`src/hdl/jmet_pkg.sv`:
```
// Shared constants and types for the escape-time iterator.
package jmet_pkg;

  localparam int FRAC_BITS   = 28;
  localparam int COORD_WIDTH = 32;

  // z must hold any start point and any value inside radius two.
  localparam int Z_WIDTH   = (COORD_WIDTH > FRAC_BITS + 3) ? COORD_WIDTH : FRAC_BITS + 3;
  localparam int PROD_WIDTH = 2 * Z_WIDTH;
  localparam int SUM_WIDTH  = PROD_WIDTH + 2;
  localparam int MAG_WIDTH  = PROD_WIDTH + 1;

  localparam int LIMIT_WIDTH    = 8;
  localparam int CFG_IDX_WIDTH  = 2;

  typedef enum logic [CFG_IDX_WIDTH-1:0] {
    REG_CONST_REAL = 2'd0,
    REG_CONST_IMAG = 2'd1,
    REG_ITER_LIMIT = 2'd2
  } reg_idx_e;

  localparam logic [COORD_WIDTH-1:0] CONST_REAL_RST = COORD_WIDTH'(75161928);
  localparam logic [COORD_WIDTH-1:0] CONST_IMAG_RST = COORD_WIDTH'(2147484);
  localparam logic [LIMIT_WIDTH-1:0] ITER_LIMIT_RST = LIMIT_WIDTH'(100);

  typedef enum logic [1:0] {
    ST_IDLE,
    ST_MUL,
    ST_STEP
  } state_e;

  // controller -> datapath
  typedef struct packed {
    logic load;
    logic mul;
    logic step;
  } dp_cmd_t;

  // datapath -> controller
  typedef struct packed {
    logic bound_esc;
    logic mag_esc;
  } dp_status_t;

endpackage

```
`src/hdl/jmet_ctrl.sv`:
```
// Controller: iteration sequencer, iteration counter and result register.
module jmet_ctrl (
  input  logic                                clk_i,
  input  logic                                rst_ni,
  input  logic                                start,
  input  logic [jmet_pkg::LIMIT_WIDTH-1:0]    iter_limit_i,
  input  jmet_pkg::dp_status_t                status_i,
  output jmet_pkg::dp_cmd_t                   cmd_o,
  output logic                                busy,
  output logic                                valid_o,
  output logic [jmet_pkg::LIMIT_WIDTH-1:0]    escape_count_o
);

  localparam int LW = jmet_pkg::LIMIT_WIDTH;

  jmet_pkg::state_e state_q, state_d;
  logic [LW-1:0]    iter_q, iter_d;
  logic             prev_q, prev_d;   // z has been updated at least once
  logic             valid_q, valid_d;
  logic [LW-1:0]    count_q, count_d;

  always_ff @(posedge clk_i or negedge rst_ni) begin
    if (!rst_ni) begin
      state_q <= jmet_pkg::ST_IDLE;
      iter_q  <= '0;
      prev_q  <= 1'b0;
      valid_q <= 1'b0;
      count_q <= '0;
    end else begin
      state_q <= state_d;
      iter_q  <= iter_d;
      prev_q  <= prev_d;
      valid_q <= valid_d;
      count_q <= count_d;
    end
  end

  always_comb begin
    state_d = state_q;
    iter_d  = iter_q;
    prev_d  = prev_q;
    valid_d = 1'b0;
    count_d = count_q;
    cmd_o   = '0;
    unique case (state_q)
      jmet_pkg::ST_IDLE: begin
        if (start) begin
          cmd_o.load = 1'b1;
          iter_d     = '0;
          prev_d     = 1'b0;
          state_d    = jmet_pkg::ST_MUL;
        end
      end
      jmet_pkg::ST_MUL: begin
        cmd_o.mul = 1'b1;
        state_d   = jmet_pkg::ST_STEP;
      end
      jmet_pkg::ST_STEP: begin
        // magnitude test belongs to the previous iteration
        if (prev_q && status_i.mag_esc) begin
          valid_d = 1'b1;
          count_d = iter_q - LW'(1);
          state_d = jmet_pkg::ST_IDLE;
        end else if (iter_q == iter_limit_i) begin
          valid_d = 1'b1;
          count_d = iter_limit_i;
          state_d = jmet_pkg::ST_IDLE;
        end else if (status_i.bound_esc) begin
          valid_d = 1'b1;
          count_d = iter_q;
          state_d = jmet_pkg::ST_IDLE;
        end else begin
          cmd_o.step = 1'b1;
          iter_d     = iter_q + LW'(1);
          prev_d     = 1'b1;
          state_d    = jmet_pkg::ST_MUL;
        end
      end
      default: state_d = jmet_pkg::ST_IDLE;
    endcase
  end

  assign busy           = (state_q != jmet_pkg::ST_IDLE);
  assign valid_o        = valid_q;
  assign escape_count_o = count_q;

endmodule

```
`config.mk`:
```
export PLATFORM = sky130hd
export DESIGN_NAME = jmet_ctrl
export DESIGN_NICKNAME = d
export VERILOG_FILES = /design/src/hdl/jmet_pkg.sv /design/src/hdl/jmet_ctrl.sv
export SDC_FILE = /design/constraint.sdc
export NUM_CORES = 1
export LEC_CHECK = 0
export ABC_AREA = 1
export ABC_CLOCK_PERIOD_IN_PS = 1300
export BUFFER_PORTS_ARGS = -buffer_cell sky130_fd_sc_hd__buf_2
export CAP_MARGIN = 0
export CORE_MARGIN = 2
export CORE_UTILIZATION = 50
export DETAILED_ROUTE_END_ITERATION = 16
export PLACE_DENSITY = 0.76
export RECOVER_POWER = 50
export SYNTH_ARGS = -nofsm -noshare
export SYNTH_HDL_FRONTEND = slang
export SYNTH_SLANG_ARGS = --single-unit
```
`constraint.sdc`:
```
create_clock -name clk_i -period 1.3 [get_ports clk_i]
set_input_delay 0.065 -clock clk_i [delete_from_list [all_inputs] [get_ports clk_i]]
set_output_delay 0.065 -clock clk_i [all_outputs]
set_load 0.01 [all_outputs]
```
==> impl_metrics.yaml, run 1 <==
timing:
  hold_viol_final: 0
  rsz0062_at_grt: "yes"
  fmax_ghz: 0.667
  post-route-period-util_pct: 115
  fin_ws_ps: -199
  whs_ps: 173
  max-slew-margin-rel_pct: 64.4
  setup_viol: 20
  finClkSkew_ps: 7.95
  tightest_slew_ps: 533
  fin_crit_ps: 1500
  finalMaxSlewViolations: 0
worst_setup_path:
  critPathArrivalTime_ps: 1430
  crit_type: "register to output pin"
  rr_worst_depth: 9
  cp_max_fo: 3
  worst_setup_path_start_kind: "register"
  r2r-start: "iter_q[3]$_DFFE_PN0P_"
  rr_endpoint: "escape_count_o[3]$_DFFE_PN0P_"
  crit_path_end: "cmd_o[0]"
  crit_path_end_kind: "output pin"
  crit_start: "iter_q[3]$_DFFE_PN0P_"
  reg2reg_setup_slack_ps: -180
  worstPathRequired_ps: 1240
placement:
  dp_hpwl_um: 2420
  io_buffers: 25
  placed_cell_area_um2: 1770
  dpl.cell_count: 280
  gp_congestion: 0.893
worst_hold_path:
  hold_class: "input port to register"
synth:
  syn_inst: 203
  yosysTopAreaCell: "dfrtp_1"
  synth-xor-area-share_pct: 3.65
  synth-simple-area-share_pct: 44.3
  ys_seq_area_share_pct: 34.8
  yosysUniqueCellTypes: 25
  synth.avg_cell_area_um2: 7.09
  synth_compound_area_share_pct: 3.48
  synthMuxAreaShare_pct: 0
  synth_seq_cells: 20
  synth_nets: 218
  synth.area.top_cells: "dfrtp_1 (35%), nand2_1 (19%), nand3_1 (7.0%), inv_1 (6.5%), nand4_1 (5.2%)"
  syn_area_um2: 1440
  ys_warn_count: 0
  synth_fa_ha_area_share_pct: 1.74
  yosysTopAreaCellShare_pct: 34.8
  synth_top_family_by_area: "simple AND/OR/NAND/NOR gates"
drt:
  routed_via_density: 5.16
  dr.pass1.iters: 4
  drtAntennaViolNets: 0
  wl_per_cell_um: 13.1
  drc: 0
  routed_wl_um: 3880
  vias: 1527
  drtIter0Drc: 42
global_routing:
  grt_overflow: 0
  met3_usage_pct: 3.57
  grt_util_met1_pct: 35.4
  grtUsageMet2_pct: 37.5
  grt_pass1_vias: 1373
  track_usage_pct: 24.5
  grt_max_degree: 21
  grt_antenna_before_repair: 0
  grt-busiest-layer: "met2"
  grt_pass1_wl_um: 6400
layout:
  syn_to_final_growth_pct: 41.5
  final_cell_area_um2: 2040
  layout.cells.non_filler: 296
  fin_nets: 281
  drive_gt1_share_pct: 42.3
  antenna_cells: 0
cts:
  cts_tree: "built"
  cts_made_buffers: 3
  root_buffer: "clkbuf_4"
  cts.sinks: 20
  clock_latency_ps: 310
  h-tree-depth: 1
  clk_pin_slew_ps: 130
  clk_path_buf_depth: 2
flow_run:
  max-cap-violations: 0
die:
  num_rows: 19
  core_um2: 2760
  die_h_um: 57.7
  ios: 26
  dieArea_um2: 3330
  fp.dieW_um: 57.7
  start_util_pct: 52.2
power:
  power.density_nw_per_um2: 1540
  ir_drop_mv: 1.80
  leakage_nw: 1.20
run_status:
  violations: "negative setup slack"
  outcome: "finished with violations"
-- final cells by class --
| cell class | instances | area, um2 |
|---|---|---|
| multi-input cells | 147 | 860 |
| fillers | 203 | 719 |
| flip-flops and latches | 20 | 503 |
| repair buffers | 65 | 473 |
| inverters | 29 | 111 |
| well taps | 31 | 38.8 |
| clock inverters | 1 | 30.0 |
| clock buffers | 3 | 22.5 |
-- metrics by stage --
stage | worst slack [ps] | setup TNS (ps) | util, % | power, W
floorplan | -30.9 | -209 | - | 0.00180
global placement | -116 | -1530 | 64.2 | 0.00230
detailed placement | -116 | -1440 | 64.2 | 0.00233
CTS | -274 | -3890 | 71.2 | 0.00306
global route | -286 | -4530 | 73.9 | 0.00338
finish | -199 | -2690 | 73.9 | 0.00314
-- synth_stat cells --
library cell	instances
nand3_2	7
o21ai_0	9
inv_2	3
nand2_1	72
nand2_4	3
nand2_2	2
clkbuf_2	1
xor2_1	3
nand3_1	20
nor2_4	2
buf_4	2
buf_6	1
buf_12	1
clkbuf_1	1
xnor2_1	3
nand3_4	1
nand4_1	12
nor2_1	8
dfrtp_1	20
ha_1	2
clkinv_1	1
nor2_2	1
a21oi_1	1
inv_1	25
buf_2	2
-- report_power, final --
| group | internal (W) | switching (W) | leakage (nW) |
|---|---|---|---|
| clock network | 0.000312 | 0.000216 | 0.0279 |
| logic | 0.000734 | 0.000962 | 0.901 |
| registers | 0.000804 | 0.000114 | 0.268 |
-- cell usage in the layout (no fill, tap or decap), types with 3 or more instances in the layout --
cell type	count
nand2_1	62
buf_4	34
buf_2	23
inv_1	20
nand3_1	19
dfrtp_1	18
nand4_1	12
nand2_2	11
nand3_2	8
inv_2	7
o21ai_0	6
nor2_1	5
buf_6	4
nor2_2	3
nor2_4	3
nand2_4	3
o21ai_1	3
xor2_1	3
clkbuf_4	3
-- worst min path at each step --
stage | start | endpoint | slack (ps) | depth (start not counted)
final | start | state_q[0]$_DFFE_PN0P_ | 170 | 4
after floorplan | rst_ni | escape_count_o[0]$_DFFE_PN0P_ | -230 | 0
after global placement | rst_ni | escape_count_o[7]$_DFFE_PN0P_ | 50 | 1
after detailed placement | rst_ni | escape_count_o[7]$_DFFE_PN0P_ | 50 | 1
after global routing | start | state_q[0]$_DFFE_PN0P_ | 180 | 4
after CTS | status_i[1] | iter_q[7]$_DFFE_PN0P_ | 200 | 5
-- repair_timing --
item                                   CTS  global route
pin swaps                                7            10
gates resized for setup                 10            27
hold buffers                             1             0
gates cloned                             2             0
buffers inserted                         7             3
endpoints found under the hold margin   20             0
setup endpoints to repair               21            21
-- registers in the layout (all words and copies together) (netlist names) --
| signal | count |
|---|---|
| escape_count_o | 8 |
| valid_o | 1 |
| prev_q | 1 |
| iter_q | 8 |
| state_q | 2 |
-- metal layers --
metal | up-vias | share of wire [%]
li1 | 769 | -
met1 | 700 | 45
met2 | 53 | 49
met3 | 5 | 4.7
met4 | 0 | 1.2
met5 | - | 0
-- kinds of logic after synthesis --
group	count (synthesis)
buffers and inverters	37
and+or+nand+nor	128
xor gates and xnor gates	6
AOI/OAI and AO/OA	10
adders and majority gates	2
DFF	20
-- worst max-delay path, cell delays in order, from the launching register on --
cell and delay [ps]:
dfrtp_2 460, xnor2_2 130, nand2_1 100, nor2_4 130, nand2_4 70, nand3_4 80, inv_2 40, buf_6 110
Power figures use the tool's default switching activity.
==> run 2: changes to the inputs <==
--- a/config.mk
+++ b/config.mk
@@ -10,9 +10,8 @@
 export BUFFER_PORTS_ARGS = -buffer_cell sky130_fd_sc_hd__buf_2
 export CAP_MARGIN = 0
 export CORE_MARGIN = 2
-export CORE_UTILIZATION = 50
+export CORE_UTILIZATION = 35
 export DETAILED_ROUTE_END_ITERATION = 16
-export PLACE_DENSITY = 0.76
 export RECOVER_POWER = 50
 export SYNTH_ARGS = -nofsm -noshare
 export SYNTH_HDL_FRONTEND = slang
==> impl_metrics.yaml, run 2 (synthesis results as in run 1) <==
run_status:
  outcome: "finished with violations"
  violations: "negative setup slack"
worst_setup_path:
  rr_worst_depth: 11
  cp_max_fo: 3
  crit_type: "register to output pin"
  worst_setup_path_start_kind: "register"
  worstPathRequired_ps: 1240
  crit_path_end_kind: "output pin"
  critPathArrivalTime_ps: 1380
drt:
  vias: 1519
  drc: 0
  dr.pass1.iters: 6
  routed_via_density: 4.75
  routed_wl_um: 3880
  wl_per_cell_um: 12.1
  drtIter0Drc: 76
  drtAntennaViolNets: 0
worst_hold_path:
  hold_class: "input port to register"
  hold_depth: 4
power:
  finalPower_w: 0.00350
  ir_drop_mv: 1.08
  leakage_nw: 1.23
  power.density_nw_per_um2: 1620
die:
  fp.dieW_um: 68.1
  die_h_um: 68.1
  start_util_pct: 36.3
  core_um2: 3970
  num_rows: 23
  dieArea_um2: 4640
  ios: 26
layout:
  post-route-util_pct: 54.5
  antenna_cells: 0
  drive_gt1_share_pct: 44.8
  syn_to_final_growth_pct: 50.3
  fin_nets: 286
  final_cell_mix: "nand2_1 (62), buf_4 (36), buf_2 (23)"
  final_common_cell: "nand2_1"
  multi_input_area_um2: 898
  final_cell_area_um2: 2160
  regArea_um2: 502
  fillCellCount: 381
cts:
  clk_pin_slew_ps: 80
  cts_tree: "built"
  clock_latency_ps: 270
  clk_path_buf_depth: 2
  cts_made_buffers: 3
  cts.sinks: 20
  h-tree-depth: 1
  root_buffer: "clkbuf_8"
timing:
  fmax_ghz: 0.693
  post-route-period-util_pct: 111
  fin_crit_ps: 1440
  fin_ws_ps: -144
  tightest_slew_ps: 518
  finClkSkew_ps: 1.68
  hold_viol_final: 0
  rsz0062_at_grt: "yes"
  finalMaxSlewViolations: 0
  setup_viol: 20
  max-slew-margin-rel_pct: 65.5
placement:
  gp_congestion: 0.870
  dp_hpwl_um: 2690
  io_buffers: 25
  place_ws_ps: -113
  placed_cell_area_um2: 1770
global_routing:
  grt_overflow: 0
  grt_pass1_wl_um: 6190
  grt_max_degree: 21
  grt_antenna_before_repair: 0
  track_usage_pct: 17.5
  grt_pass1_vias: 1415
flow_run:
  max-cap-violations: 0
[run 2: cell count changes in the layout (fill, tap and decap cells not counted), moves of 3 or more]
cell	change
o21ai_0	-3
clkbuf_8	+3
nand3_1	-4
buf_6	+3
nand3_2	+3
clkbuf_4	-3
[run 2: cell type report]
| cell class | count | area share (%) |
|---|---|---|
| multi-input combinational | 147 | 41.5 |
| timing repair buffer | 70 | 24.0 |
| sequential | 20 | 23.2 |
| inverter | 29 | 5.14 |
| tap | 50 | 2.89 |
| clock buffer | 3 | 1.91 |
| clock inverter | 1 | 1.39 |
[run 2: stage by stage]
stage                     hold WS [ps]  std cells  TNS [ps]
after detailed placement          54.4        295     -1630
after floorplan                   -231        203      -209
after global routing               151        320     -3680
final                              130        320     -1820
after CTS                          210        311     -1100
after global placement            45.6        295     -1450
[run 2: report_power, final]
part	leakage [nW]	internal [W]	switching (W)	total, W
registers	0.270	0.000805	0.000116	0.000921
clock network	0.0357	0.000412	0.000234	0.000646
logic	0.922	0.000882	0.00105	0.00193
[run 2: final timing paths]
path                                          startpoint                            end  slack [ps]
max                                iter_q[1]$_DFFE_PN0P_                       cmd_o[0]        -140
min                                                start         state_q[0]$_DFFE_PN0P_         130
max reg2reg                        iter_q[1]$_DFFE_PN0P_  escape_count_o[3]$_DFFE_PN0P_        -140
min reg2reg                escape_count_o[6]$_DFFE_PN0P_  escape_count_o[6]$_DFFE_PN0P_         470
max in group asynchronous                         rst_ni          iter_q[4]$_DFFE_PN0P_         630
min in group asynchronous                         rst_ni  escape_count_o[6]$_DFFE_PN0P_         300
[run 2: timing repair]
item	in CTS	in global routing
hold buffers	1	0
endpoints found under the setup margin	21	21
setup buffers	12	8
pin swaps	17	9
cloned	0	1
hold endpoints to repair	20	0
gates resized for setup	21	26
[run 2: metal layers]
layer	routed length [um]	up-vias	share of wire, %	track usage, %
met5	0	-	0	0
met4	19	0	0.49	3.75
met3	159	2	4.1	1.97
met2	2000	41	51	32.0
met1	1700	700	44	22.0
li1	-	776	-	-
[run 2: worst max-delay path, cell delays in order (launching register included)]
cell and delay, ps:
dfrtp_1 380, buf_4 130, nand2_1 50, nand2_2 70, nand2_2 60, nor2_4 120, nand2_4 80, nand3_4 70
inv_2 40, buf_6 110
==> run 3: changes to the inputs <==
--- a/config.mk
+++ b/config.mk
@@ -6,11 +6,12 @@
 export NUM_CORES = 1
 export LEC_CHECK = 0
 export ABC_AREA = 1
-export ABC_CLOCK_PERIOD_IN_PS = 1300
+export ABC_CLOCK_PERIOD_IN_PS = 1500
 export BUFFER_PORTS_ARGS = -buffer_cell sky130_fd_sc_hd__buf_2
 export CAP_MARGIN = 0
 export CORE_MARGIN = 2
 export CORE_UTILIZATION = 35
+export CTS_CLUSTER_SIZE = 14
 export DETAILED_ROUTE_END_ITERATION = 16
 export RECOVER_POWER = 50
 export SYNTH_ARGS = -nofsm -noshare
==> constraint.sdc (replaced) <==
create_clock -name clk_i -period 1.5 [get_ports clk_i]
set_input_delay 0.075 -clock clk_i [delete_from_list [all_inputs] [get_ports clk_i]]
set_output_delay 0.075 -clock clk_i [all_outputs]
set_load 0.01 [all_outputs]
==> impl_metrics.yaml, run 3 (synthesis results as in run 1) <==
run_status:
  outcome: "completed"
worst_hold_path:
  hold_class: "input port to register"
timing:
  setup_viol: 0
  setup_tns_ps: 0
  tightest_slew_ps: 525
  fin_crit_ps: 1490
  rsz0062_at_grt: "yes"
  fmax_ghz: 0.672
  finalMaxSlewViolations: 0
  finClkSkew_ps: 6.44
  post-route-period-util_pct: 99.2
  max-slew-margin-rel_pct: 65.0
  whs_ps: 222
  hold_viol_final: 0
worst_setup_path:
  worst_setup_path_start_kind: "register"
  crit_path_cell_trace: "inv_2 -> nand2_1 -> nand2_1 -> nand2_2 -> nor2_4 -> nand2_4 -> nand3_4 -> inv_2 -> buf_6"
  crit_slowest_cell: "dfrtp_1"
  crit_buf_inv: 3
  cp_max_fo: 5
  max_stage_delay_ps: 400
  critPathArrivalTime_ps: 1410
  worstPathRequired_ps: 1420
  cp_top_family: "simple AND/OR/NAND/NOR gates"
  crit_type: "register to output pin"
  crit_path_end_kind: "output pin"
die:
  num_rows: 23
  ios: 26
  fp.dieW_um: 68.1
  die_h_um: 68.1
  dieArea_um2: 4640
  start_util_pct: 36.3
  core_um2: 3970
cts:
  root_buffer: "clkbuf_8"
  clk_path_buf_depth: 2
  cts_tree: "built"
  clock_latency_ps: 260
  h-tree-depth: 1
  cts.sinks: 20
  clk_pin_slew_ps: 80
  cts_made_buffers: 3
drt:
  vias: 1407
  drc: 0
  drtIter0Drc: 45
  routed_via_density: 4.69
  wl_per_cell_um: 11.4
  dr.pass1.iters: 4
  routed_wl_um: 3420
  drtAntennaViolNets: 0
power:
  leakage_nw: 1.11
  ir_drop_mv: 1.05
  power.density_nw_per_um2: 1320
layout:
  antenna_cells: 0
  final_cell_area_um2: 1870
  final_common_cell: "nand2_1"
  syn_to_final_growth_pct: 30.1
  final_cell_mix: "nand2_1 (70), buf_4 (24), buf_2 (23)"
  fin_nets: 266
  drive_gt1_share_pct: 35.6
global_routing:
  grt_overflow: 0
  grt_pass1_wl_um: 5600
  track_usage_pct: 16.4
  grt_antenna_before_repair: 0
  grt_pass1_vias: 1200
  grt_max_degree: 21
flow_run:
  max-cap-violations: 0
placement:
  io_buffers: 25
  placed_cell_area_um2: 1680
  dp_hpwl_um: 2520
  gp_congestion: 0.796
==> run 3: changes by cell type in the layout (fill, tap and decap cells not counted), sizes merged <==
cell    previous run  this run
buf               68        49
bufinv             1         0
clkbuf             4         5
nand2             78        77
==> run 3: through the flow <==
stage / instances / worst slack [ps] / utilization (%) / power (W)
after detailed placement: 284 / 45.0 / 42.3 / 0.00192
after global placement: 284 / 45.7 / 42.3 / 0.00190
final: 300 / 11.9 / 47.2 / 0.00248
after floorplan: 203 / 161 / - / 0.00156
after global routing: 300 / -108 / 47.2 / 0.00272
after CTS: 295 / 0.416 / 45.1 / 0.00240
==> run 3: report_power, final <==
group | switching [W] | internal (W) | total [W]
Sequential | 0.0000989 | 0.000700 | 0.000799
Combinational | 0.000744 | 0.000520 | 0.00126
Clock | 0.000179 | 0.000234 | 0.000413
==> run 3: final timing paths <==
check | endpoint | slack (ps) | start | cells past startpoint
min in group asynchronous | iter_q[0]$_DFFE_PN0P_ | 310 | rst_ni | 2
setup / recovery | cmd_o[0] | 10 | iter_q[0]$_DFFE_PN0P_ | 9
hold reg to reg | escape_count_o[6]$_DFFE_PN0P_ | 470 | escape_count_o[6]$_DFFE_PN0P_ | 2
setup reg to reg | iter_q[3]$_DFFE_PN0P_ | 40 | iter_q[0]$_DFFE_PN0P_ | 10
max in group asynchronous | iter_q[3]$_DFFE_PN0P_ | 810 | rst_ni | 2
hold / removal | state_q[0]$_DFFE_PN0P_ | 220 | start | 4
==> run 3: repair_timing <==
| item | CTS | global route |
|---|---|---|
| cloned | 0 | 0 |
| setup endpoints to repair | 1 | 17 |
| resized for setup | 4 | 15 |
| pin swaps | 4 | 9 |
| setup buffers | 6 | 5 |
| hold endpoints to repair | 20 | 0 |
| hold buffers | 1 | 0 |
==> run 3: worst reg2reg max path: stages (launching register included) <==
cell	delay, ps
dfrtp_1	400
inv_2	110
nand2_1	60
nand2_1	70
nand2_2	60
nor2_4	140
nand2_4	90
buf_4	160
buf_4	140
nand4_1	80
nand2_1	60
==> run 3: layout make-up <==
class | count | area (um2)
Tap cell | 50 | 62.6
Inverter | 29 | 109
Fill cell | 404 | 2100
Multi-Input combinational cell | 146 | 801
Timing Repair Buffer | 51 | 342
Sequential cell | 20 | 504
Clock buffer | 4 | 55.1
==> run 3: routing by layer <==
layer	routed length (um)	GRT usage, %
met4	25	3.75
met2	1680	27.9
met1	1550	20.9
met3	170	4.11
met5	0	0
